### src/rtl/core/sorted_set_table_top_macros.svh
// assertion macros for the sorted set table
`ifndef SORTED_SET_TABLE_TOP_MACROS_SVH
`define SORTED_SET_TABLE_TOP_MACROS_SVH
`ifndef SYNTHESIS
`define SST_ASSERT_SAME(lbl, ante, cons) \
  lbl: assert property (@(posedge clk) disable iff (rst) (ante) |-> (cons)) \
    else $error("sorted set table: same-cycle check failed");
`define SST_ASSERT_NEXT(lbl, ante, cons) \
  lbl: assert property (@(posedge clk) disable iff (rst) (ante) |=> (cons)) \
    else $error("sorted set table: next-cycle check failed");
`else
`define SST_ASSERT_SAME(lbl, ante, cons)
`define SST_ASSERT_NEXT(lbl, ante, cons)
`endif
`endif

### src/rtl/core/sst_pkg.sv
// shared types and constants for the sorted set table
package sst_pkg;

  localparam int CAPACITY_DEF = 8;
  localparam int MODE_W       = 2;
  localparam int VALUE_W      = 32;
  localparam int STATUS_W     = 3;
  localparam int COUNT_W      = 4;

  localparam logic [MODE_W-1:0] MODE_INSERT = 2'd0;
  localparam logic [MODE_W-1:0] MODE_DELETE = 2'd1;
  localparam logic [MODE_W-1:0] MODE_DUMP   = 2'd2;

  localparam logic [STATUS_W-1:0] ST_INSERTED  = 3'd0;
  localparam logic [STATUS_W-1:0] ST_DUPLICATE = 3'd1;
  localparam logic [STATUS_W-1:0] ST_FULL      = 3'd2;
  localparam logic [STATUS_W-1:0] ST_REMOVED   = 3'd3;
  localparam logic [STATUS_W-1:0] ST_NOT_FOUND = 3'd4;
  localparam logic [STATUS_W-1:0] ST_EMPTY     = 3'd5;
  localparam logic [STATUS_W-1:0] ST_DUMP      = 3'd6;

  typedef struct packed {
    logic [MODE_W-1:0]         mode;
    logic signed [VALUE_W-1:0] value;
  } req_t;

  typedef struct packed {
    logic [STATUS_W-1:0]       status;
    logic signed [VALUE_W-1:0] entry_value;
    logic                      is_last;
    logic [COUNT_W-1:0]        count;
  } rsp_t;

  typedef enum logic [1:0] {
    ADDR_IDX,
    ADDR_IDX_DEC,
    ADDR_IDX_INC
  } addr_sel_t;

  typedef struct packed {
    logic                load_req;
    logic                idx_clr;
    logic                idx_inc;
    logic                idx_dec;
    logic                idx_from_cnt;
    logic                pos_from_idx;
    logic                rd_en;
    addr_sel_t           rd_sel;
    logic                wr_en;
    logic                wr_value;
    logic                cnt_inc;
    logic                cnt_dec;
    logic                emit;
    logic                emit_dump;
    logic [STATUS_W-1:0] emit_status;
  } cmd_t;

  typedef struct packed {
    logic [MODE_W-1:0] mode;
    logic              is_empty;
    logic              is_full;
    logic              idx_at_cnt;
    logic              idx_at_pos;
    logic              idx_last;
    logic              val_eq;
    logic              val_below;
    logic              out_free;
  } stat_t;

endpackage

### src/rtl/core/sst_ram.sv
// generic single write port, single read port ram with registered read
module sst_ram #(
  parameter int WIDTH = sst_pkg::VALUE_W,
  parameter int DEPTH = sst_pkg::CAPACITY_DEF
) (
  input  logic                     clk,
  input  logic                     wr_en,
  input  logic [$clog2(DEPTH)-1:0] wr_addr,
  input  logic [WIDTH-1:0]         wr_data,
  input  logic                     rd_en,
  input  logic [$clog2(DEPTH)-1:0] rd_addr,
  output logic [WIDTH-1:0]         rd_data
);

  logic [WIDTH-1:0] mem [DEPTH];

  always_ff @(posedge clk) begin
    if (wr_en) begin
      mem[wr_addr] <= wr_data;
    end
    if (rd_en) begin
      rd_data <= mem[rd_addr];
    end
  end

endmodule

### src/rtl/core/sst_dp.sv
// datapath of the sorted set table: entry ram, counters, compare and result register
module sst_dp #(
  parameter int CAPACITY = sst_pkg::CAPACITY_DEF
) (
  input  logic          clk,
  input  logic          rst,
  input  sst_pkg::req_t req,
  input  sst_pkg::cmd_t cmd,
  output sst_pkg::stat_t stat,
  output sst_pkg::rsp_t rsp,
  output logic          rsp_valid,
  input  logic          rsp_stall
);

  import sst_pkg::*;

  localparam int CNT_W = $clog2(CAPACITY + 1);
  localparam int AW    = $clog2(CAPACITY);

  req_t                req_hold;
  logic [CNT_W-1:0]    cnt;
  logic [CNT_W-1:0]    idx;
  logic [CNT_W-1:0]    pos;
  logic [CNT_W-1:0]    idx_m1;
  logic [CNT_W-1:0]    idx_p1;
  logic [AW-1:0]       rd_addr;
  logic [VALUE_W-1:0]  rd_data;
  logic [VALUE_W-1:0]  wr_data;
  logic                idx_last;
  rsp_t                rsp_next;

  assign idx_m1   = idx - CNT_W'(1);
  assign idx_p1   = idx + CNT_W'(1);
  assign idx_last = (idx_p1 == cnt);

  always_comb begin
    case (cmd.rd_sel)
      ADDR_IDX:     rd_addr = idx[AW-1:0];
      ADDR_IDX_DEC: rd_addr = idx_m1[AW-1:0];
      ADDR_IDX_INC: rd_addr = idx_p1[AW-1:0];
      default:      rd_addr = idx[AW-1:0];
    endcase
  end

  assign wr_data = cmd.wr_value ? req_hold.value : rd_data;

  sst_ram #(
    .WIDTH(VALUE_W),
    .DEPTH(CAPACITY)
  ) u_entries (
    .clk     (clk),
    .wr_en   (cmd.wr_en),
    .wr_addr (idx[AW-1:0]),
    .wr_data (wr_data),
    .rd_en   (cmd.rd_en),
    .rd_addr (rd_addr),
    .rd_data (rd_data)
  );

  always_comb begin
    stat.mode       = req_hold.mode;
    stat.is_empty   = (cnt == '0);
    stat.is_full    = (cnt == CNT_W'(CAPACITY));
    stat.idx_at_cnt = (idx == cnt);
    stat.idx_at_pos = (idx == pos);
    stat.idx_last   = idx_last;
    stat.val_eq     = (rd_data == req_hold.value);
    stat.val_below  = ($signed(req_hold.value) < $signed(rd_data));
    stat.out_free   = !rsp_valid || !rsp_stall;
  end

  always_comb begin
    rsp_next.status      = cmd.emit_status;
    rsp_next.entry_value = cmd.emit_dump ? rd_data : '0;
    rsp_next.is_last     = cmd.emit_dump ? idx_last : 1'b1;
    rsp_next.count       = COUNT_W'(cnt);
  end

  always_ff @(posedge clk) begin
    if (rst) begin
      cnt       <= '0;
      rsp_valid <= 1'b0;
    end else begin
      if (cmd.cnt_inc) begin
        cnt <= cnt + CNT_W'(1);
      end else if (cmd.cnt_dec) begin
        cnt <= cnt - CNT_W'(1);
      end
      if (cmd.emit) begin
        rsp_valid <= 1'b1;
      end else if (!rsp_stall) begin
        rsp_valid <= 1'b0;
      end
    end
  end

  always_ff @(posedge clk) begin
    if (cmd.load_req) begin
      req_hold <= req;
    end
    if (cmd.pos_from_idx) begin
      pos <= idx;
    end
    if (cmd.idx_clr) begin
      idx <= '0;
    end else if (cmd.idx_from_cnt) begin
      idx <= cnt;
    end else if (cmd.idx_inc) begin
      idx <= idx_p1;
    end else if (cmd.idx_dec) begin
      idx <= idx_m1;
    end
    if (cmd.emit) begin
      rsp <= rsp_next;
    end
  end

endmodule

### src/rtl/core/sst_ctrl.sv
// controller state machine of the sorted set table
module sst_ctrl (
  input  logic           clk,
  input  logic           rst,
  input  logic           req_valid,
  output logic           req_stall,
  input  sst_pkg::stat_t stat,
  output sst_pkg::cmd_t  cmd
);

  import sst_pkg::*;

  typedef enum logic [3:0] {
    IDLE,
    DECIDE,
    SRCH_RD,
    SRCH_CMP,
    INS_RD,
    INS_WR,
    DEL_RD,
    DEL_WR,
    DUMP_RD,
    DUMP_OUT,
    RESULT
  } state_t;

  state_t              state;
  state_t              state_next;
  logic [STATUS_W-1:0] res_status;
  logic [STATUS_W-1:0] res_status_next;

  assign req_stall = (state != IDLE);

  always_comb begin
    cmd             = '0;
    cmd.rd_sel      = ADDR_IDX;
    state_next      = state;
    res_status_next = res_status;
    case (state)
      IDLE: begin
        if (req_valid) begin
          cmd.load_req = 1'b1;
          state_next   = DECIDE;
        end
      end
      DECIDE: begin
        case (stat.mode)
          MODE_INSERT: begin
            if (stat.is_full) begin
              res_status_next = ST_FULL;
              state_next      = RESULT;
            end else begin
              cmd.idx_clr = 1'b1;
              state_next  = SRCH_RD;
            end
          end
          MODE_DELETE: begin
            if (stat.is_empty) begin
              res_status_next = ST_EMPTY;
              state_next      = RESULT;
            end else begin
              cmd.idx_clr = 1'b1;
              state_next  = SRCH_RD;
            end
          end
          MODE_DUMP: begin
            if (stat.is_empty) begin
              res_status_next = ST_EMPTY;
              state_next      = RESULT;
            end else begin
              cmd.idx_clr = 1'b1;
              state_next  = DUMP_RD;
            end
          end
          default: state_next = IDLE;
        endcase
      end
      SRCH_RD: begin
        if (stat.idx_at_cnt) begin
          if (stat.mode == MODE_INSERT) begin
            cmd.pos_from_idx = 1'b1;
            cmd.idx_from_cnt = 1'b1;
            state_next       = INS_RD;
          end else begin
            res_status_next = ST_NOT_FOUND;
            state_next      = RESULT;
          end
        end else begin
          cmd.rd_en  = 1'b1;
          state_next = SRCH_CMP;
        end
      end
      SRCH_CMP: begin
        if (stat.mode == MODE_INSERT) begin
          if (stat.val_eq) begin
            res_status_next = ST_DUPLICATE;
            state_next      = RESULT;
          end else if (stat.val_below) begin
            cmd.pos_from_idx = 1'b1;
            cmd.idx_from_cnt = 1'b1;
            state_next       = INS_RD;
          end else begin
            cmd.idx_inc = 1'b1;
            state_next  = SRCH_RD;
          end
        end else begin
          if (stat.val_eq) begin
            state_next = DEL_RD;
          end else begin
            cmd.idx_inc = 1'b1;
            state_next  = SRCH_RD;
          end
        end
      end
      INS_RD: begin
        if (stat.idx_at_pos) begin
          cmd.wr_en       = 1'b1;
          cmd.wr_value    = 1'b1;
          cmd.cnt_inc     = 1'b1;
          res_status_next = ST_INSERTED;
          state_next      = RESULT;
        end else begin
          cmd.rd_en  = 1'b1;
          cmd.rd_sel = ADDR_IDX_DEC;
          state_next = INS_WR;
        end
      end
      INS_WR: begin
        cmd.wr_en   = 1'b1;
        cmd.idx_dec = 1'b1;
        state_next  = INS_RD;
      end
      DEL_RD: begin
        if (stat.idx_last) begin
          cmd.cnt_dec     = 1'b1;
          res_status_next = ST_REMOVED;
          state_next      = RESULT;
        end else begin
          cmd.rd_en  = 1'b1;
          cmd.rd_sel = ADDR_IDX_INC;
          state_next = DEL_WR;
        end
      end
      DEL_WR: begin
        cmd.wr_en   = 1'b1;
        cmd.idx_inc = 1'b1;
        state_next  = DEL_RD;
      end
      DUMP_RD: begin
        cmd.rd_en  = 1'b1;
        state_next = DUMP_OUT;
      end
      DUMP_OUT: begin
        if (stat.out_free) begin
          cmd.emit        = 1'b1;
          cmd.emit_dump   = 1'b1;
          cmd.emit_status = ST_DUMP;
          if (stat.idx_last) begin
            state_next = IDLE;
          end else begin
            cmd.idx_inc = 1'b1;
            state_next  = DUMP_RD;
          end
        end
      end
      RESULT: begin
        if (stat.out_free) begin
          cmd.emit        = 1'b1;
          cmd.emit_status = res_status;
          state_next      = IDLE;
        end
      end
      default: state_next = IDLE;
    endcase
  end

  always_ff @(posedge clk) begin
    if (rst) begin
      state      <= IDLE;
      res_status <= ST_INSERTED;
    end else begin
      state      <= state_next;
      res_status <= res_status_next;
    end
  end

endmodule

### src/rtl/core/sorted_set_table_top.sv
// top level of the sorted set table: controller, datapath and checks
// usage:
//   req channel (req_valid, req_stall, req) carries one word: mode and value.
//   mode insert places the value in ascending order, delete removes it,
//   dump returns every stored value in order; the unused mode is dropped.
//   rsp channel (rsp_valid, rsp_stall, rsp) returns status, entry value,
//   last mark and the count after the operation.
//   insert and delete give one rsp word; dump gives one word per stored
//   value (or a single empty word), the final one marked last.
// timing:
//   one word is worked on at a time; req_stall is high from acceptance until
//   the last rsp word has been loaded into the output register.
//   the entry ram has one read port with a registered read, so each entry
//   visited takes a read state and then a compare, write or output state.
// reset and stall:
//   rst clears the count and the output valid; stored entries are not
//   cleared. while rsp_stall is high the rsp word holds and a dump pauses,
//   but a new req word is taken once the final rsp word is registered.
`include "sorted_set_table_top_macros.svh"

module sorted_set_table_top #(
  parameter int CAPACITY = sst_pkg::CAPACITY_DEF
) (
  input  logic          clk,
  input  logic          rst,
  input  logic          req_valid,
  output logic          req_stall,
  input  sst_pkg::req_t req,
  output logic          rsp_valid,
  input  logic          rsp_stall,
  output sst_pkg::rsp_t rsp
);

  import sst_pkg::*;

  cmd_t  cmd;
  stat_t stat;

  sst_ctrl u_ctrl (
    .clk       (clk),
    .rst       (rst),
    .req_valid (req_valid),
    .req_stall (req_stall),
    .stat      (stat),
    .cmd       (cmd)
  );

  sst_dp #(
    .CAPACITY(CAPACITY)
  ) u_dp (
    .clk       (clk),
    .rst       (rst),
    .req       (req),
    .cmd       (cmd),
    .stat      (stat),
    .rsp       (rsp),
    .rsp_valid (rsp_valid),
    .rsp_stall (rsp_stall)
  );

  `SST_ASSERT_SAME(a_emit_needs_room, cmd.emit, stat.out_free)
  `SST_ASSERT_SAME(a_no_grow_when_full, cmd.cnt_inc, !stat.is_full)
  `SST_ASSERT_SAME(a_no_shrink_when_empty, cmd.cnt_dec, !stat.is_empty)
  `SST_ASSERT_NEXT(a_busy_after_accept, req_valid && !req_stall, req_stall)

endmodule
### config.mk
export PLATFORM = sky130hd
export DESIGN_NAME = sorted_set_table_top
export DESIGN_NICKNAME = d
export VERILOG_FILES = /design/src/rtl/core/sst_pkg.sv /design/src/rtl/core/sst_ram.sv /design/src/rtl/core/sst_dp.sv /design/src/rtl/core/sst_ctrl.sv /design/src/rtl/core/sorted_set_table_top.sv
export VERILOG_INCLUDE_DIRS = /design/src /design/src/rtl/core
export SDC_FILE = /design/constraint.sdc
export NUM_CORES = 1
export LEC_CHECK = 0
export BUFFER_PORTS_ARGS = -buffer_cell sky130_fd_sc_hd__buf_2
export CORE_MARGIN = 2
export CORE_UTILIZATION = 60
export CTS_BUF_LIST = sky130_fd_sc_hd__clkbuf_4
export DETAILED_ROUTE_END_ITERATION = 16
export MAX_ROUTING_LAYER = met4
export PLACE_DENSITY = 0.81
export SLEW_MARGIN = 20
export SYNTH_ARGS = -nofsm -noshare
export SYNTH_HDL_FRONTEND = slang
export SYNTH_HIERARCHICAL = 1
export SYNTH_SLANG_ARGS = --single-unit
export TNS_END_PERCENT = 20
### constraint.sdc
create_clock -name clk -period 5.65 [get_ports clk]
set_input_delay 0.565 -clock clk [delete_from_list [all_inputs] [get_ports clk]]
set_output_delay 0.565 -clock clk [all_outputs]
set_load 0.005 [all_outputs]
# Word level (Yosys, flattened, before mapping)
# Memories as Yosys holds them, arrays and structs flattened. A register that Yosys moved wholly into a read port is not among the register bits.
# Index checks and enable logic that the tools add are counted.
[totals] n_memories=1 input_bits=38 out_inout_bits=42 reg_bits=94 ramBits=256
[mem_list] memory="u_dp.u_entries.mem" words=8 width=32 read_ports=1 rd_clocked_by_memory_dff=1 write_ports=1 line_no="sst_ram.sv:15" text="logic [WIDTH-1:0] mem [DEPTH];"
[classes] add_sub_neg=4 n_reduce_logical=14 mux=74 n_eq_ne=32 n_lt_le_gt_ge=1
[op_table] cell="4-bit 2-to-1 mux" n=17
[op_table] cell="4-bit case mux with 11 select lines" n=1
[op_table] cell="3-bit 2-to-1 mux" n=14
[op_table] cell="32-bit equality test" n=1
[op_table] cell="32-bit less-than comparator" n=1
[op_table] cell="32-bit 2-to-1 mux" n=1
[op_table] cell="1-bit 2-to-1 mux" n=21
[op_table] cell="3-bit case mux with 2 select lines" n=3
[op_table] cell="4-bit by 3-bit equality test with 1-bit output (second input constant)" n=4
[op_table] cell="4-bit equality test (second input constant)" n=4
[op_table] cell="3-bit case mux with 5 select lines" n=1
[op_table] cell="2-bit 2-to-1 mux" n=7
[op_table] cell="2-bit != test (second input constant)" n=7
[op_table] cell="4-bit equality test" n=3
[op_table] cell="4-bit case mux with 3 select lines" n=1
[op_table] cell="10-bit AND reduction" n=1
[op_table] cell="4-bit by 1-bit adder with 4-bit output (second input constant)" n=2
[op_table] cell="4-bit by 2-bit equality test with 1-bit output (second input constant)" n=2
[op_table] cell="4-bit zero test" n=2
[op_table] cell="2-bit case mux with 2 select lines" n=2
[op_table] cell="4-bit by 1-bit subtractor with 4-bit output (second input constant)" n=2
[op_table] cell="2-bit by 1-bit != test with 1-bit output (second input constant)" n=3
[op_table] cell="3-bit != test (second input constant)" n=2
[op_table] cell="1-bit case mux with 2 select lines" n=3
[op_table] cell="other kinds (16)" n=20

# Logic depth before layout (Yosys ltp)
# Gate-level depths: netlist of run 1.
[logic_depth] ltp_word=7 ltp_mapped=18 depth_no_buf=15

# Hierarchy
# The synthesis of run 1 kept the hierarchy.
[by_module_without_submodules] module="sst_ram" seq_area_each_um2=8648.3 cells_each=415 area_per_inst_um2=10786.6 n_inst=1
[by_module_without_submodules] module="sst_dp" seq_area_each_um2=2522.4 cells_each=400 area_per_inst_um2=4479.3 n_inst=1
[by_module_without_submodules] module="sst_ctrl" seq_area_each_um2=140.1 cells_each=133 area_per_inst_um2=953.4 n_inst=1

# Worst setup path after synthesis of run 1
# OpenSTA, ideal clock, no wires.
[synth_timing] kind="register to register" start="reg u_dp.idx[1]" end="mem u_dp/u_entries/mem[0][0] in the netlist's numbering (enable)" required_ns=5.189 path_stages_with_launch=8 slack_ns=1.420 setup_ns=0.461 t_arrival_ns=3.769 synth_period_minus_slack_ns=4.230 path_buffers=1 path_cell_list="dfxtp_1 > buf_2 > xor2_1 > nor4_1 > nand3_1 > o21ai_0 > nand2b_1 > nor3_1"
[synth_lines] element="from (decl)" line_no="sst_dp.sv:22" text="logic [CNT_W-1:0] idx;"
[synth_lines] element="from (signal assigned)" line_no="sst_dp.sv:107" text="idx <= cnt;"
[synth_lines] element="from (signal assigned)" line_no="sst_dp.sv:109" text="idx <= idx_p1;"
[synth_lines] element="from (signal assigned)" line_no="sst_dp.sv:111" text="idx <= idx_m1;"
[synth_lines] element="to (decl)" line_no="sst_ram.sv:15"

==> results of run 1 <==
==> sequential cells by signal, indices dropped and copies added, names as in the netlist <==
register and count:
u_ctrl/res_status 3, u_ctrl/state 4, u_dp/cnt 4, u_dp/idx 4, u_dp/pos 4, u_dp/req_hold 32, u_dp/rsp 40, u_dp/rsp_valid 1
u_dp/stat 2, u_dp/u_entries/mem 256, u_dp/u_entries/rd_data 32
==> kinds of logic after synthesis <==
logic type	count (synthesis)
flops	382
simple gates	190
compound gates	112
mux	106
buf+inv	96
fa+ha+maj	44
xor+xnor	18
==> power by group through the flow <==
stage               Clock [uW]  Combinational (uW)  Sequential [uW]
global route              2490                1730             3630
global placement             0                1490             3660
finish                    2290                1590             3610
detailed placement           0                1550             3670
floorplan                    0                1240             3580
CTS                       2330                1580             3610
==> cells in the mapped netlist (2+ instances only) <==
library cell	number
nand2b_1	9
mux4_1	40
mux2_2	33
a21oi_1	30
buf_6	10
xnor2_1	6
clkbuf_1	14
buf_1	3
xor2_1	12
ha_1	43
nor3_1	8
mux4_2	24
nor2b_1	5
buf_4	7
o211ai_1	3
mux2i_1	9
edfxtp_1	366
inv_1	46
nand3_1	6
nor3b_1	2
and2b_4	2
o21ai_0	44
buf_2	13
a21o_1	3
a31oi_1	3
inv_2	2
nand2_1	59
a221oi_1	3
nor2_1	39
o31ai_1	2
nor4_1	6
a22oi_1	2
o22ai_1	5
and3_1	2
a211oi_1	2
dfxtp_1	16
nand4_1	7
nor3b_2	2
and2_1	33
==> cell type report <==
| cell class | instances | area [um2] | share of cell area, % |
|---|---|---|---|
| Antenna cell | 1 | 2.502 | 0.01347 |
| Clock buffer | 142 | 1066 | 5.738 |
| Clock inverter | 30 | 163.9 | 0.8823 |
| Inverter | 48 | 180.2 | 0.9698 |
| Multi-Input combinational cell | 470 | 4547 | 24.47 |
| Sequential cell | 382 | 11310 | 60.88 |
| Tap cell | 341 | 426.7 | 2.297 |
| Timing Repair Buffer | 129 | 880.8 | 4.741 |
==> per-stage QoR <==
step	util [%]	hold WS, ns	setup slack (ns)	total power, uW
2_1_floorplan	-	0.4379	1.420	4817
3_3_place_gp	63.63	0.4840	1.319	5146
3_5_place_dp	63.63	0.5033	1.161	5215
4_1_cts	69.50	0.06813	1.116	7513
5_1_grt	69.51	0.1183	0.7200	7844
6_report	69.51	0.1129	1.076	7485
==> metal layers <==
| metal | up-vias | global-route usage [%] |
|---|---|---|
| met5 | - | - |
| met4 | 0 | 11.13 |
| met3 | 61 | 5.360 |
| met2 | 435 | 39.85 |
| met1 | 4478 | 31.05 |
| li1 | 4115 | - |
==> cell usage in the layout (no fill, tap or decap), drive strengths merged, types with 3 or more instances in the layout <==
| cell | instances |
|---|---|
| clkbuf | 142 |
| o21ai | 45 |
| and2 | 33 |
| dfxtp | 16 |
| inv | 50 |
| mux4 | 64 |
| nand2b | 9 |
| nand3 | 6 |
| nor3b | 4 |
| a221oi | 3 |
| xnor2 | 6 |
| nand2 | 60 |
| a21o | 3 |
| and2b | 3 |
| ha | 43 |
| buf | 95 |
| o22ai | 6 |
| o211ai | 3 |
| mux2i | 9 |
| a31oi | 3 |
| nor3 | 9 |
| nand4 | 8 |
| mux2 | 33 |
| nor2b | 5 |
| clkinv | 25 |
| nor2 | 39 |
| dlygate4sd3 | 34 |
| a21oi | 31 |
| nor4 | 7 |
| edfxtp | 366 |
| xor2 | 12 |
==> worst max-delay path, delay by kind of cell, from the launching register on <==
kind | cells | cell delay [ns]
xor+xnor | 1 | 0.15
buf+inv | 2 | 0.52
mux | 2 | 0.94
simple gates | 5 | 1.07
fa+ha+maj | 2 | 0.80
compound gates | 1 | 0.14
flops | 1 | 0.65
==> worst min-delay path by stage <==
stage                                    start                    to  slack (ns)  cells after the start
after floorplan                    u_dp/idx[2]           u_dp/pos[2]        0.44                      0
after global placement    u_ctrl/res_status[1]  u_ctrl/res_status[1]        0.48                      2
after detailed placement  u_ctrl/res_status[0]  u_ctrl/res_status[0]        0.50                      2
after CTS                            rsp_stall        u_dp/rsp_valid        0.07                      3
after global routing                 rsp_stall        u_dp/rsp_valid        0.12                      3
final                                rsp_stall        u_dp/rsp_valid        0.11                      3
==> repair_timing <==
action,in CTS,in global routing
hold endpoints to repair,34,0
gates resized for setup,0,0
buffers inserted,0,0
hold buffers,34,0
==> impl_metrics.json, run 1 <==
{
  "placed_area_um2": 17010,
  "drt-met1-wl_um": 12990,
  "drive_above_1_share_pct": 27.89,
  "grt-ovfl-total": 0,
  "p_sw_uw": 2128,
  "criticalPathCategory": "reg2reg",
  "cp.arrival_ns": 5.02,
  "startpoint": "u_dp/idx[0]",
  "synth_compound_area_share_pct": 4.181,
  "fillers": 1693,
  "r2r_cells": 13,
  "num_vias": 9089,
  "drc": 0,
  "grt_pass1_wl_um": 51050,
  "cts_tree": "yes",
  "hp-class": "in2reg",
  "crit_path_end_kind": "register",
  "grt_pass1_vias": 9137,
  "routabilityCongestion": 0.9117,
  "clock_latency_ns": 0.74,
  "avgSynthCellArea_um2": 17.11,
  "synth_xor_area_share_pct": 0.9720,
  "firstDrtPassIters": 5,
  "ir_drop_mv": 0.2092,
  "clock-skew-final_ns": 0.05476,
  "clk_pin_slew_ns": 0.06,
  "nets": 1205,
  "muxShareOfSynthArea_pct": 12.66,
  "antenna_found_initial": 1,
  "cpPeakStageDelay_ns": 0.65,
  "slew_headroom_pct": 29.55,
  "clockBufferDepth": 3,
  "rrSetupSlack_ns": 1.08,
  "met3_length_um": 2927,
  "critPathSlowestCell": "dfxtp_1",
  "fp.dieArea_um2": 28360,
  "cts_buffers": 92,
  "wire_per_inst_um": 21.86,
  "swShare_pct": 28.43,
  "drt_iter0_drc": 1055,
  "pwr-share-seq_pct": 48.2,
  "area_delta_synth_final_pct": 14.54,
  "fin_setup_tns_ns": 0,
  "yosys.area_share.simple_pct": 6.056,
  "p_int_uw": 5357,
  "syn_area_um2": 16220,
  "top_layer": "met4",
  "setup_violations": 0,
  "synth_top_family_by_area": "multiplexers",
  "r2r_start": "u_dp/idx[0]",
  "crit_path_cell_trace": "inv_1, ha_1, xnor2_1, nand2_1, nor3_2, nor2_1, ha_1, nor2_1, o21ai_0, nand2_4, buf_12, mux4_1, mux2_2",
  "fin_crit_ns": 4.574,
  "cp_max_fo": 40,
  "synth_top_cell_area_share_pct": 67.76,
  "status": "complete, no violations",
  "instances_no_fill": 1543,
  "start_kind": "register",
  "ios": 80,
  "crit_end": "u_dp/u_entries/rd_data[16]",
  "synth_cell_types": 66,
  "rsz0062_at_grt": "false",
  "yosys.area.top_type": "edfxtp_1",
  "ys_warn_count": 6,
  "dieWidth_um": 168.4,
  "worst_pin_slew_ns": 1.057,
  "rr_endpoint": "u_dp/u_entries/rd_data[16]",
  "htree_levels": 3,
  "yosys.area_share.adder_pct": 3.441,
  "seq_area_frac_synth_pct": 69.74,
  "fin_area_um2": 18580,
  "pwr-share-comb_pct": 21.2,
  "clock-sinks": 382,
  "synth_edf_count": 366,
  "finalHoldViolations": 0,
  "core-area_um2": 26730,
  "start_util_pct": 60.69,
  "vias_per_cell": 5.890,
  "wl_um": 33740,
  "synthTopCellsByArea": "edfxtp_1 68%, mux4_1 6.5%, mux4_2 3.3%",
  "period_share_pct": 80.95,
  "track_usage_pct": 24.91,
  "cp.required_ns": 6.09,
  "max_freq_mhz": 218.6,
  "synthFlopType": "edfxtp_1",
  "drtAntennaViolNets": 0,
  "portBuffers": 79,
  "synth_fp_nets": 1030,
  "grt_max_degree": 67,
  "fp-row-count": 60,
  "dp_hpwl_um": 19060,
  "root_buffer": "clkbuf_4",
  "leakage_uw": 0.006470,
  "maxCapViolCount": 0,
  "die_h_um": 168.4,
  "synthCells": 948,
  "yosys_register_bits": 382,
  "async_flop_share_pct": 0,
  "dr_wl_met2_um": 16960,
  "pwr-share-clk_pct": 30.6,
  "final-max-slew-violation-count": 0,
  "dp_cells": 1336,
  "pwr_density_cell_nw_per_um2": 402.9
}
No activity file was read; power rests on OpenSTA's default activity.
==> run 2: changes to the inputs <==
--- a/config.mk
+++ b/config.mk
@@ -8,7 +8,7 @@
 export LEC_CHECK = 0
 export BUFFER_PORTS_ARGS = -buffer_cell sky130_fd_sc_hd__buf_2
 export CORE_MARGIN = 2
-export CORE_UTILIZATION = 60
+export CORE_UTILIZATION = 57
 export CTS_BUF_LIST = sky130_fd_sc_hd__clkbuf_4
 export DETAILED_ROUTE_END_ITERATION = 16
 export MAX_ROUTING_LAYER = met4
==> constraint.sdc (replaced) <==
create_clock -name clk -period 3.9 [get_ports clk]
set_input_delay 0.39 -clock clk [delete_from_list [all_inputs] [get_ports clk]]
set_output_delay 0.39 -clock clk [all_outputs]
set_load 0.005 [all_outputs]
==> run 2 against run 1 <==
Routed wire length up 2.7%. Worst hold slack better by 0.052 ns. Total power up 47%. Register-to-register slack worse by 0.85 ns. Cell count up 3.3%. Clock-buffer cell count down 12. Maximum frequency up 25%. Flip-flop and latch count unchanged. Combinational power up 55%. First-iteration DRC count down 1.6%. Critical path type unchanged. Critical endpoint is now u_dp/u_entries/rd_data[10]. Largest cell class unchanged. Highest routed layer unchanged.
==> impl_metrics.json, run 2 (synthesis results as in run 1) <==
{
  "status": "complete, no violations",
  "fp.dieArea_um2": 29820,
  "largest-register": "u_dp/u_entries/mem",
  "crit_path_end_kind": "register",
  "met3_length_um": 2456,
  "fin_crit_ns": 3.670,
  "cp.arrival_ns": 4.12,
  "core-area_um2": 27930,
  "worst_pin_slew_ns": 1.088,
  "track_usage_pct": 24.08,
  "root_buffer": "clkbuf_4",
  "cts_buffers": 93,
  "drive_above_1_share_pct": 28.09,
  "period_share_pct": 94.09,
  "fin_area_um2": 18860,
  "finalHoldViolations": 0,
  "htree_levels": 3,
  "drt_iter0_drc": 1038,
  "leakage_uw": 0.006584,
  "clk_pin_slew_ns": 0.08,
  "final-max-slew-violation-count": 0,
  "firstDrtPassIters": 6,
  "ios": 80,
  "hp-class": "in2reg",
  "drtAntennaViolNets": 0,
  "largestRegisters": "u_dp/u_entries/mem x256, u_dp/rsp x40",
  "utilization_pct": 67.53,
  "max_freq_mhz": 272.5,
  "clockBufferDepth": 3,
  "fp-row-count": 61,
  "start_kind": "register",
  "die_h_um": 172.7,
  "ir_drop_mv": 0.2535,
  "wl_um": 34640,
  "dieWidth_um": 172.7,
  "final_common_cell": "edfxtp_1",
  "grt-ovfl-total": 0,
  "grt_pass1_wl_um": 53450,
  "clock-skew-final_ns": 0.04792,
  "critPathBufInv": 3,
  "rsz0062_at_grt": "false",
  "nets": 1228,
  "crit_path_cell_trace": "inv_1, ha_1, xnor2_1, nand2_1, nor3_2, nor2_1, ha_1, buf_4, nor2_1, o21ai_0, nand2_4, buf_12, mux4_1, mux2_2",
  "critPathSlowestCell": "mux4_1",
  "drt-met1-wl_um": 13370,
  "placed_area_um2": 17270,
  "largest_reg_flops": 256,
  "num_vias": 9301,
  "r2r_cells": 14,
  "criticalPathCategory": "reg2reg",
  "top_layer": "met4",
  "setup_violations": 0,
  "portBuffers": 79,
  "vias_per_cell": 5.835,
  "layout_common_cells": "366 x edfxtp_1, 130 x clkbuf_4, 79 x buf_2",
  "slew_headroom_pct": 27.40,
  "clock-sinks": 382,
  "start_util_pct": 58.06,
  "cp_max_fo": 30,
  "drc": 0,
  "critPathTopFamily": "multiplexers",
  "r2r_start": "u_dp/idx[0]",
  "grt_pass1_vias": 9733,
  "wire_per_inst_um": 21.73,
  "dp_hpwl_um": 20470,
  "grt_max_degree": 36,
  "hold_end": "u_ctrl/state[3]",
  "pwr_density_cell_nw_per_um2": 583.6,
  "clock_latency_ns": 0.71,
  "cpPeakStageDelay_ns": 0.62,
  "rr_endpoint": "u_dp/u_entries/rd_data[10]",
  "maxCapViolCount": 0,
  "fin_setup_tns_ns": 0,
  "antenna_found_initial": 1,
  "hold_start": "req_valid",
  "area_delta_synth_final_pct": 16.31,
  "dr_wl_met2_um": 17930,
  "cts_tree": "yes",
  "rrSetupSlack_ns": 0.23,
  "hold_ws_ns": 0.1651,
  "whs_path_depth": 4,
  "cts_setup_buffers": 0,
  "cp.required_ns": 4.35,
  "routabilityCongestion": 0.9075
}
run 2: area by class of cell:
| class | count | area (um2) |
|---|---|---|
| antenna | 2 | 5.005 |
| clock buffer | 130 | 975.9 |
| clock inverter | 33 | 239.0 |
| fill | 1839 | 9070 |
| inverter | 48 | 180.2 |
| multi-input combinational | 470 | 4542 |
| sequential | 382 | 11310 |
| tap | 378 | 473.0 |
| timing repair buffer | 151 | 1137 |
run 2: timing repair:
| item | CTS | global route |
|---|---|---|
| setup endpoints to repair | 0 | 14 |
| gates resized for setup | 0 | 4 |
| endpoints found under the hold margin | 38 | 0 |
| hold buffers | 36 | 0 |
run 2: how the worst max path moves through the flow:
stage | startpoint | end | slack (ns) | cells past startpoint
5_1_grt | u_dp/idx[0] | u_dp/u_entries/rd_data[20] | 0.02 | 13
2_1_floorplan | u_dp/idx[1] | u_dp/u_entries/mem[0][0] | -0.33 | 7
3_3_place_gp | u_dp/idx[2] | u_dp/u_entries/rd_data[6] | 0.38 | 12
6_report | u_dp/idx[0] | u_dp/u_entries/rd_data[10] | 0.23 | 14
3_5_place_dp | u_dp/idx[2] | u_dp/u_entries/rd_data[3] | 0.20 | 12
4_1_cts | u_dp/idx[2] | u_dp/u_entries/rd_data[3] | 0.1 | 12
run 2: tightest hold or removal path, stage by stage:
cell	delay, ns
buf_2	0.10
nor2_1	0.09
a211o_1	0.12
o22ai_1	0.08
run 2: routing by layer:
metal	track usage [%]	vias to the layer above
met5	-	-
met4	9.322	0
met3	4.046	78
met2	40.14	455
met1	29.84	4612
li1	-	4156
run 2: power by group:
group          internal (uW)  leakage [uW]  switching, uW
sequential              5000       0.00341            174
clock                   1800      0.000705           1560
combinational           1100       0.00247           1370
total                   7900       0.00658           3100
run 2: stage by stage:
step / power (uW) / worst slack (ns) / std cells
detailed placement: 7656 / 0.2044 / 1393
floorplan: 6979 / -0.3302 / 948
finish: 11010 / 0.2304 / 1594
CTS: 11030 / 0.09868 / 1592
global placement: 7531 / 0.3770 / 1393
global route: 11520 / 0.01561 / 1593
